===== src/design/mma_pkg.sv =====
// mma_pkg: shared types, constants and the microcode ROM of the
// Moebius / Mertens accumulator. No dependencies.
`timescale 1ns / 1ps

package mma_pkg;

  // Default operand width
  localparam int N_BITS_DEF = 32;

  // Moebius value codes, 2-bit two's complement
  localparam logic [1:0] MOB_ZERO = 2'b00;
  localparam logic [1:0] MOB_POS  = 2'b01;
  localparam logic [1:0] MOB_NEG  = 2'b11;

  localparam logic [31:0] TALLY_MAX = 32'hFFFF_FFFF;

  typedef logic [4:0] pc_t;

  typedef enum logic [3:0] {
    OP_IDLE,    // wait for an item, load operand
    OP_TEST,    // no datapath action, branch only
    OP_DIV,     // run the divider on t / f
    OP_HALVE,   // strip a factor 2, set f = 3
    OP_TAKE3,   // strip a factor 3 if it divides, set f = 5
    OP_TAKE,    // t = quotient, flip parity
    OP_ADV,     // next wheel candidate
    OP_END,     // leftover prime factor
    OP_ZERO,    // mark not squarefree
    OP_COMMIT   // update sum and tally, load result
  } op_t;

  typedef enum logic [2:0] {
    C_NEVER,
    C_ALWAYS,
    C_T_LOW2_ZERO,
    C_REM_ZERO,
    C_REM_NZ,
    C_F_GT_Q
  } cond_t;

  typedef struct packed {
    op_t   op;
    cond_t cond;
    pc_t   target;
  } uword_t;

  // Program labels
  localparam pc_t L_IDLE   = 5'd0;
  localparam pc_t L_LOOP   = 5'd7;
  localparam pc_t L_ADV    = 5'd13;
  localparam pc_t L_END    = 5'd14;
  localparam pc_t L_ZERO   = 5'd15;
  localparam pc_t L_COMMIT = 5'd16;

  function automatic uword_t ucode_rom(input pc_t pc);
    uword_t w;
    unique case (pc)
      5'd0:  w = '{OP_IDLE,   C_NEVER,       L_IDLE};
      5'd1:  w = '{OP_TEST,   C_T_LOW2_ZERO, L_ZERO};   // divisible by 4
      5'd2:  w = '{OP_DIV,    C_NEVER,       L_IDLE};   // t / 9
      5'd3:  w = '{OP_TEST,   C_REM_ZERO,    L_ZERO};   // divisible by 9
      5'd4:  w = '{OP_HALVE,  C_NEVER,       L_IDLE};
      5'd5:  w = '{OP_DIV,    C_NEVER,       L_IDLE};   // t / 3
      5'd6:  w = '{OP_TAKE3,  C_NEVER,       L_IDLE};
      5'd7:  w = '{OP_DIV,    C_NEVER,       L_IDLE};   // wheel: t / f
      5'd8:  w = '{OP_TEST,   C_F_GT_Q,      L_END};    // f*f > t
      5'd9:  w = '{OP_TEST,   C_REM_NZ,      L_ADV};
      5'd10: w = '{OP_TAKE,   C_NEVER,       L_IDLE};
      5'd11: w = '{OP_DIV,    C_NEVER,       L_IDLE};   // repeated factor?
      5'd12: w = '{OP_TEST,   C_REM_ZERO,    L_ZERO};
      5'd13: w = '{OP_ADV,    C_ALWAYS,      L_LOOP};
      5'd14: w = '{OP_END,    C_ALWAYS,      L_COMMIT};
      5'd15: w = '{OP_ZERO,   C_NEVER,       L_IDLE};
      5'd16: w = '{OP_COMMIT, C_ALWAYS,      L_IDLE};
      default: w = '{OP_TEST, C_ALWAYS,      L_IDLE};
    endcase
    return w;
  endfunction

endpackage


===== src/design/mobius_mertens_accumulator_unit.sv =====
// Top level of the Moebius / Mertens accumulator: microcoded sequencer,
// trial-division datapath with a bit-serial divider. Uses mma_pkg.
`timescale 1ns / 1ps

// One item carries a positive integer; its low N_BITS bits are classified by
// trial division (2, 3, then a 6k+-1 wheel from 5) and the Moebius value
// (-1, 0, +1) is added to a 32-bit signed running sum that wraps. A
// saturating 32-bit counter tracks how many items left the sum at zero. Each
// result carries the Moebius value, the sum, a zero flag and the count.
// One item is processed at a time; in_ready is high only while the sequencer
// sits in its idle step. Cost is set by the shared restoring divider, whose
// divisions each run a load, N_BITS shift steps and a finish: an item pays
// for the 9 and 3 tests, plus a division per wheel candidate tried (up to
// sqrt of the remaining cofactor), plus more for each distinct prime found
// (take the factor, divide again for a square). Multiples of 4 finish with
// no division; a 32-bit prime near 2^32 needs about 21850 candidates.
// A finished result sits in the output register while the next item is
// accepted and worked on; only the commit step waits for a free slot.

module mobius_mertens_accumulator_unit #(
  parameter int N_BITS = mma_pkg::N_BITS_DEF
) (
  input  logic        clk,
  input  logic        rst_n,
  input  logic        in_valid,
  output logic        in_ready,
  input  logic [31:0] in_value_n,
  output logic        out_valid,
  input  logic        out_ready,
  output logic [1:0]  out_mobius_value,
  output logic [31:0] out_running_sum,
  output logic        out_sum_is_zero,
  output logic [31:0] out_zero_hits
);

  localparam int CNT_W = $clog2(N_BITS + 1);

  // Sequencer
  mma_pkg::pc_t    pc_r, pc_nxt;
  mma_pkg::uword_t uw;
  logic            step_done;
  logic            cond_true;
  logic            in_fire;

  // Datapath registers
  logic [N_BITS-1:0] t_r, t_nxt;      // remaining cofactor
  logic [N_BITS-1:0] f_r, f_nxt;      // current trial divisor
  logic              odd_r, odd_nxt;  // parity of distinct primes
  logic              zf_r, zf_nxt;    // repeated factor found
  logic              step4_r, step4_nxt;

  // Divider
  logic              div_busy_r, div_busy_nxt;
  logic [CNT_W-1:0]  div_cnt_r, div_cnt_nxt;
  logic [N_BITS-1:0] div_quo_r, div_quo_nxt;
  logic [N_BITS-1:0] div_rem_r, div_rem_nxt;
  logic [N_BITS:0]   rem_shift;
  logic [N_BITS:0]   rem_diff;
  logic              div_last;

  // Accumulator and result
  logic [31:0] sum_r, sum_nxt;
  logic [31:0] tally_r, tally_nxt;
  logic [1:0]  code;
  logic        commit_fire;
  logic        out_valid_r, out_valid_nxt;
  logic [1:0]  out_mob_r;
  logic [31:0] out_sum_r;
  logic        out_zero_r;
  logic [31:0] out_hits_r;

  logic [N_BITS-1:0] operand;

  assign operand  = N_BITS'(in_value_n);
  assign uw       = mma_pkg::ucode_rom(pc_r);
  assign in_ready = (uw.op == mma_pkg::OP_IDLE);
  assign in_fire  = in_valid && in_ready;
  assign div_last = div_busy_r && (div_cnt_r == '0);
  assign commit_fire = (uw.op == mma_pkg::OP_COMMIT) && (!out_valid_r || out_ready);

  assign out_valid        = out_valid_r;
  assign out_mobius_value = out_mob_r;
  assign out_running_sum  = out_sum_r;
  assign out_sum_is_zero  = out_zero_r;
  assign out_zero_hits    = out_hits_r;

  // ---------------------------------------------------------------------
  // Next step: stay until the step finishes, then branch or fall through
  // ---------------------------------------------------------------------
  always_comb begin
    unique case (uw.op)
      mma_pkg::OP_IDLE:   step_done = in_fire;
      mma_pkg::OP_DIV:    step_done = div_last;
      mma_pkg::OP_COMMIT: step_done = commit_fire;
      default:            step_done = 1'b1;
    endcase

    unique case (uw.cond)
      mma_pkg::C_NEVER:       cond_true = 1'b0;
      mma_pkg::C_ALWAYS:      cond_true = 1'b1;
      mma_pkg::C_T_LOW2_ZERO: cond_true = (t_r[1:0] == 2'b00);
      mma_pkg::C_REM_ZERO:    cond_true = (div_rem_r == '0);
      mma_pkg::C_REM_NZ:      cond_true = (div_rem_r != '0);
      mma_pkg::C_F_GT_Q:      cond_true = (f_r > div_quo_r);
      default:                cond_true = 1'b0;
    endcase

    pc_nxt = pc_r;
    if (step_done) begin
      pc_nxt = cond_true ? uw.target : pc_r + 1'b1;
    end
  end

  // ---------------------------------------------------------------------
  // Datapath actions per control word
  // ---------------------------------------------------------------------
  always_comb begin
    rem_shift = {div_rem_r, div_quo_r[N_BITS-1]};
    rem_diff  = rem_shift - {1'b0, f_r};

    t_nxt        = t_r;
    f_nxt        = f_r;
    odd_nxt      = odd_r;
    zf_nxt       = zf_r;
    step4_nxt    = step4_r;
    div_busy_nxt = div_busy_r;
    div_cnt_nxt  = div_cnt_r;
    div_quo_nxt  = div_quo_r;
    div_rem_nxt  = div_rem_r;

    unique case (uw.op)
      mma_pkg::OP_IDLE: begin
        if (in_fire) begin
          t_nxt     = operand;
          f_nxt     = N_BITS'(9);
          odd_nxt   = 1'b0;
          zf_nxt    = 1'b0;
          step4_nxt = 1'b0;
        end
      end
      mma_pkg::OP_DIV: begin
        if (!div_busy_r) begin
          div_busy_nxt = 1'b1;
          div_cnt_nxt  = CNT_W'(N_BITS);
          div_quo_nxt  = t_r;
          div_rem_nxt  = '0;
        end else if (div_last) begin
          div_busy_nxt = 1'b0;
        end else begin
          // one restoring step per cycle
          div_cnt_nxt = div_cnt_r - 1'b1;
          if (!rem_diff[N_BITS]) begin
            div_rem_nxt = rem_diff[N_BITS-1:0];
            div_quo_nxt = {div_quo_r[N_BITS-2:0], 1'b1};
          end else begin
            div_rem_nxt = rem_shift[N_BITS-1:0];
            div_quo_nxt = {div_quo_r[N_BITS-2:0], 1'b0};
          end
        end
      end
      mma_pkg::OP_HALVE: begin
        if (!t_r[0]) begin
          t_nxt   = t_r >> 1;
          odd_nxt = !odd_r;
        end
        f_nxt = N_BITS'(3);
      end
      mma_pkg::OP_TAKE3: begin
        if (div_rem_r == '0) begin
          t_nxt   = div_quo_r;
          odd_nxt = !odd_r;
        end
        f_nxt = N_BITS'(5);
      end
      mma_pkg::OP_TAKE: begin
        t_nxt   = div_quo_r;
        odd_nxt = !odd_r;
      end
      mma_pkg::OP_ADV: begin
        // wheel: +2, +4, +2, ...
        f_nxt     = f_r + (step4_r ? N_BITS'(4) : N_BITS'(2));
        step4_nxt = !step4_r;
      end
      mma_pkg::OP_END: begin
        if (t_r != N_BITS'(1)) odd_nxt = !odd_r;
      end
      mma_pkg::OP_ZERO: begin
        zf_nxt = 1'b1;
      end
      default: begin
      end
    endcase
  end

  // ---------------------------------------------------------------------
  // Sum, tally and result slot
  // ---------------------------------------------------------------------
  always_comb begin
    if (zf_r)       code = mma_pkg::MOB_ZERO;
    else if (odd_r) code = mma_pkg::MOB_NEG;
    else            code = mma_pkg::MOB_POS;

    sum_nxt   = sum_r;
    tally_nxt = tally_r;
    if (commit_fire) begin
      if (code == mma_pkg::MOB_POS)      sum_nxt = sum_r + 32'd1;
      else if (code == mma_pkg::MOB_NEG) sum_nxt = sum_r - 32'd1;
      if (sum_nxt == 32'd0 && tally_r != mma_pkg::TALLY_MAX) begin
        tally_nxt = tally_r + 32'd1;
      end
    end

    out_valid_nxt = out_valid_r;
    if (out_valid_r && out_ready) out_valid_nxt = 1'b0;
    if (commit_fire)              out_valid_nxt = 1'b1;
  end

  always_ff @(posedge clk) begin
    if (!rst_n) begin
      pc_r        <= mma_pkg::L_IDLE;
      div_busy_r  <= 1'b0;
      sum_r       <= '0;
      tally_r     <= '0;
      out_valid_r <= 1'b0;
    end else begin
      pc_r        <= pc_nxt;
      div_busy_r  <= div_busy_nxt;
      sum_r       <= sum_nxt;
      tally_r     <= tally_nxt;
      out_valid_r <= out_valid_nxt;
    end
  end

  always_ff @(posedge clk) begin
    t_r       <= t_nxt;
    f_r       <= f_nxt;
    odd_r     <= odd_nxt;
    zf_r      <= zf_nxt;
    step4_r   <= step4_nxt;
    div_cnt_r <= div_cnt_nxt;
    div_quo_r <= div_quo_nxt;
    div_rem_r <= div_rem_nxt;
    if (commit_fire) begin
      out_mob_r  <= code;
      out_sum_r  <= sum_nxt;
      out_zero_r <= (sum_nxt == 32'd0);
      out_hits_r <= tally_nxt;
    end
  end

`ifndef SYNTHESIS
  // no item taken while a division is in flight
  a_idle_div: assert property (@(posedge clk) disable iff (!rst_n)
    in_ready |-> !div_busy_r)
    else $error("item accepted while divider busy");

  // divider finishes the cycle after its count runs out
  a_div_end: assert property (@(posedge clk) disable iff (!rst_n)
    div_last |=> !div_busy_r)
    else $error("divider did not stop");

  // each commit moves the sum by at most one
  a_sum_step: assert property (@(posedge clk) disable iff (!rst_n)
    commit_fire |=> (sum_r == $past(sum_r)) || (sum_r == $past(sum_r) + 32'd1)
                    || (sum_r == $past(sum_r) - 32'd1))
    else $error("running sum jumped");

  // tally only counts up
  a_tally_mono: assert property (@(posedge clk) disable iff (!rst_n)
    1'b1 |=> tally_r >= $past(tally_r))
    else $error("zero tally decreased");
`endif

endmodule


===== config.mk =====
export PLATFORM = sky130hd
export DESIGN_NAME = mobius_mertens_accumulator_unit
export DESIGN_NICKNAME = d
export VERILOG_FILES = /design/src/design/mma_pkg.sv /design/src/design/mobius_mertens_accumulator_unit.sv
export SDC_FILE = /design/constraint.sdc
export NUM_CORES = 1
export LEC_CHECK = 0
export ABC_AREA = 1
export BUFFER_PORTS_ARGS = -buffer_cell sky130_fd_sc_hd__buf_4
export CAP_MARGIN = 20
export CORE_ASPECT_RATIO = 1.5
export CORE_MARGIN = 3
export CORE_UTILIZATION = 53
export CTS_BUF_LIST = sky130_fd_sc_hd__clkbuf_8
export CTS_CLUSTER_SIZE = 14
export DETAILED_ROUTE_END_ITERATION = 10
export GPL_TIMING_DRIVEN = 0
export PLACE_DENSITY = 0.81
export REMOVE_ABC_BUFFERS = 1
export SYNTH_ARGS = -nofsm -noshare
export SYNTH_HDL_FRONTEND = slang
export SYNTH_SLANG_ARGS = --single-unit

===== constraint.sdc =====
create_clock -name clk -period 3.9 [get_ports clk]
set_input_delay 0.585 -clock clk [delete_from_list [all_inputs] [get_ports clk]]
set_output_delay 0.585 -clock clk [all_outputs]
set_load 0.02 [all_outputs]

==> key figures <==
CTS
  • CTS tree: built
  • Setup bufs post-CTS: 0
  • Clk slew on worst S/H paths: ~70 ps
  • Clk buf depth: 3
  • Hold-fix buffers, CTS: 0
  • Number of CTS-inserted buffers: between 40 and 50
  • Skew-Pair Late Insertion Delay: around 590 ps
  • Sink Count: around 290
  • CTS H-tree depth: 2
  • Root Buffer: clkbuf_8

Setup path
  • Critical path class: flip-flop to flip-flop
  • Worst reg2reg path endpoint: div_rem_r[1]
  • FF-to-FF setup slack: 280 ps
  • Setup crit end: div_rem_r[1]
  • WP data required: between 4000 and 5000 ps
  • Critical path origin: div_quo_r[31]
  • CP Capture Type: flip-flop
  • R2R depth: 14
  • Critical path fanouts, max: a little under 50
  • Arr. time, crit path: about 4000 ps
  • Reg-to-reg critical path startpoint: div_quo_r[31]
  • Worst setup SP type: flip-flop

Pwr
  • P_sw: between 7 and 8 mW
  • Register share of total power: 0.326
  • Tot Pwr: ~16 mW
  • Net Sw Frac: 0.4717
  • PD cells: 839.1 mW/mm^2
  • Clock Power Share: 0.146
  • Static Leak: between 8 and 9 nW
  • Internal: around 8.6 mW
  • Comb power frac: 0.528
  • Worst VDD drop: 0.3664 mV

Hold path
  • Hold depth: 4
  • Hold Crit Class: primary input to flip-flop
  • Hold wc startpoint: out_ready

Timing
  • Fin. max-slew vios: 0
  • RSZ-0062 raised after global routing: false
  • Final min period: ~3600 ps
  • FMAX: approximately 0.28 GHz
  • Fin worst setup slack: between 200 and 300 ps
  • Final Skew: approximately 26 ps
  • Final period utilization: 0.9271
  • Final Hold Fails: 0
  • Worst slew pin tran: about 1000 ps
  • Max-slew headroom: 0.3056
  • Final setup violation count: 0

Floorplanning
  • Die ar.: roughly 0.035 mm^2
  • Number of I/O pins: 105
  • Initial core utilization: 0.5414
  • Row count: 80
  • Horiz. Die Dim: 153.7 um
  • Core Area: 0.03203 mm^2
  • Die extent in y: between 200 and 250 um

Synthesis
  • Main synth FF type: edfxtp_1
  • Mapped Area: roughly 0.017 mm^2
  • Synth unique cells: 50
  • Synth Area per Inst: just under 8 um^2
  • Post-synthesis sequential area ratio: 0.4490
  • Ys async rst share: 0
  • Mapped Cells: 2223
  • Ys Warns: 0
  • Seq cells post-synth: around 290
  • Post-synth EDFFs: about 200

Flow run
  • Max cap viols: 0

Layout
  • Share of cells above drive strength 1: 0.09679
  • Commonest non-fill, non-tap cells in the layout: nand2_1 (493), inv_1 (334), nor2_1 (279), edfxtp_1 (204), nand3_1 (167)
  • Non-Filler Instances: between 2000 and 3000
  • Commonest non-fill, non-tap cell in the layout: nand2_1
  • Syn-to-layout area delta: 12.49%
  • Final net count: 2446

Placement
  • Port bufs: 104
  • Placed cell count: ~2700
  • DP HPWL: 33550 um
  • Setup WS pre-CTS: -128.5 ps
  • RD Place Congestion: 0.9500

Outcome
  • Status: completed

Detailed routing
  • Final WL: approximately 45000 um
  • DRC viols: 0
  • Iter 0 DRT Violations: between 1000 and 1500
  • DR vias/cell: about 5.6
  • Post-DR wirelength/cell: around 16 um
  • Vias: ~15000
  • Post-DRT Antenna Nets: 0
  • Drt first pass iters: 9

GRT
  • GRT Util Overall: 0.2480
  • Largest net degree at the start of global routing: 69
  • GRT overflow: 0
  • Initial antenna violation count: 1
  • Vias in the first global route: approximately 15000
  • First-pass GRT wire length: ~72000 um
## cell usage after synthesis, types with 25 or more instances
cell type    n  area (um^2)
nor3_1      56        280.3
edfxtp_1   204         6126
a211oi_1    27        202.7
inv_1      326         1224
o21ai_0    114        570.6
nor4_1      27        168.9
nor2_1     279         1047
nand3_1    167        835.8
clkbuf_1    40        150.1
nand2_1    494         1854
ha_1        77        963.4
nand4_1     37        231.5
dfxtp_1     83         1662
xor2_1      25        219.0
a21oi_1     97        485.5
## state kept, by name, indices dropped and copies added, names as in the netlist, 5 cells and up
name             flops
out_running_sum     32
f_r                 32
tally_r             32
t_r                 32
div_cnt_r            6
pc_r                 5
sum_r               32
div_rem_r           32
div_quo_r           32
uw                  12
out_zero_hits       32
## routing by layer
layer  GRT usage  share of wire  routed length (um)  vias up
met3     0.03366          0.048                2164      152
met5           0              0                   0        -
met2      0.4654           0.52               23210      527
met1      0.2683           0.38               16820     7131
li1            -              -                   -     7679
met4      0.1368          0.054                2429        0
## through the flow
step	setup TNS, ps	area, um^2	utilization	hold WS (ps)
global placement	-1146300	18410	0.5747	470.5
finish	0	19510	0.6091	299.5
detailed placement	-1848	18660	0.5825	499.7
CTS	0	19480	0.6080	270.8
floorplan	-528700	17110	-	461.8
global route	0	19510	0.6091	292.1
## how the worst min path moves through the flow
stage | end | slack [ps]
finish | out_valid | 300
global route | out_valid | 290
CTS | out_valid | 270
detailed placement | tally_r[16] | 500
global placement | out_valid | 470
floorplan | tally_r[16] | 460
## worst max-delay path, cell delays in order (launching register included)
cell and delay, ps:
edfxtp_1 510, inv_1 220, ha_1 270, fa_1 420
o21ai_2 240, a21oi_1 160, o21ai_2 280, a21boi_1 200
nand3b_1 230, nand2_1 90, nand2_1 110, nand2_4 190
buf_12 240, o21ai_0 120, a21oi_1 170
## cell type report
| class | count | area [um^2] |
|---|---|---|
| tap | 410 | 513.0 |
| sequential | 287 | 7789 |
| inverter | 335 | 1265 |
| clock buffer | 48 | 660.6 |
| fill | 2784 | 12520 |
| antenna | 1 | 2.502 |
| clock inverter | 32 | 153.9 |
| timing repair buffer | 116 | 1016 |
| multi-input combinational | 1548 | 8109 |
## repair_timing
action | CTS | global route
setup endpoints to repair | 26 | 44
gates resized for setup | 1 | 7
pin swaps | 0 | 1
gates cloned | 0 | 1
## cells by family (layout without fill, tap and decap cells)
kind of cell	count (synthesis)	after routing	synth area share
buf+inv	389	531	0.08585
compound gates	317	317	0.1081
fa+ha+maj	79	79	0.05786
xor+xnor	45	45	0.02273
other cells	0	1	0
simple gates	1106	1107	0.2764
flops	287	287	0.4490
## power groups by stage
stage               Clock, mW  Combinational [mW]  Sequential [mW]
CTS                      2.42                8.54             5.32
global placement            0                7.95             5.43
global route             2.56                9.71             5.45
detailed placement          0                8.49             5.37
floorplan                   0                5.95             5.35
finish                   2.39                8.64             5.34
Power figures use the tool's default switching activity.
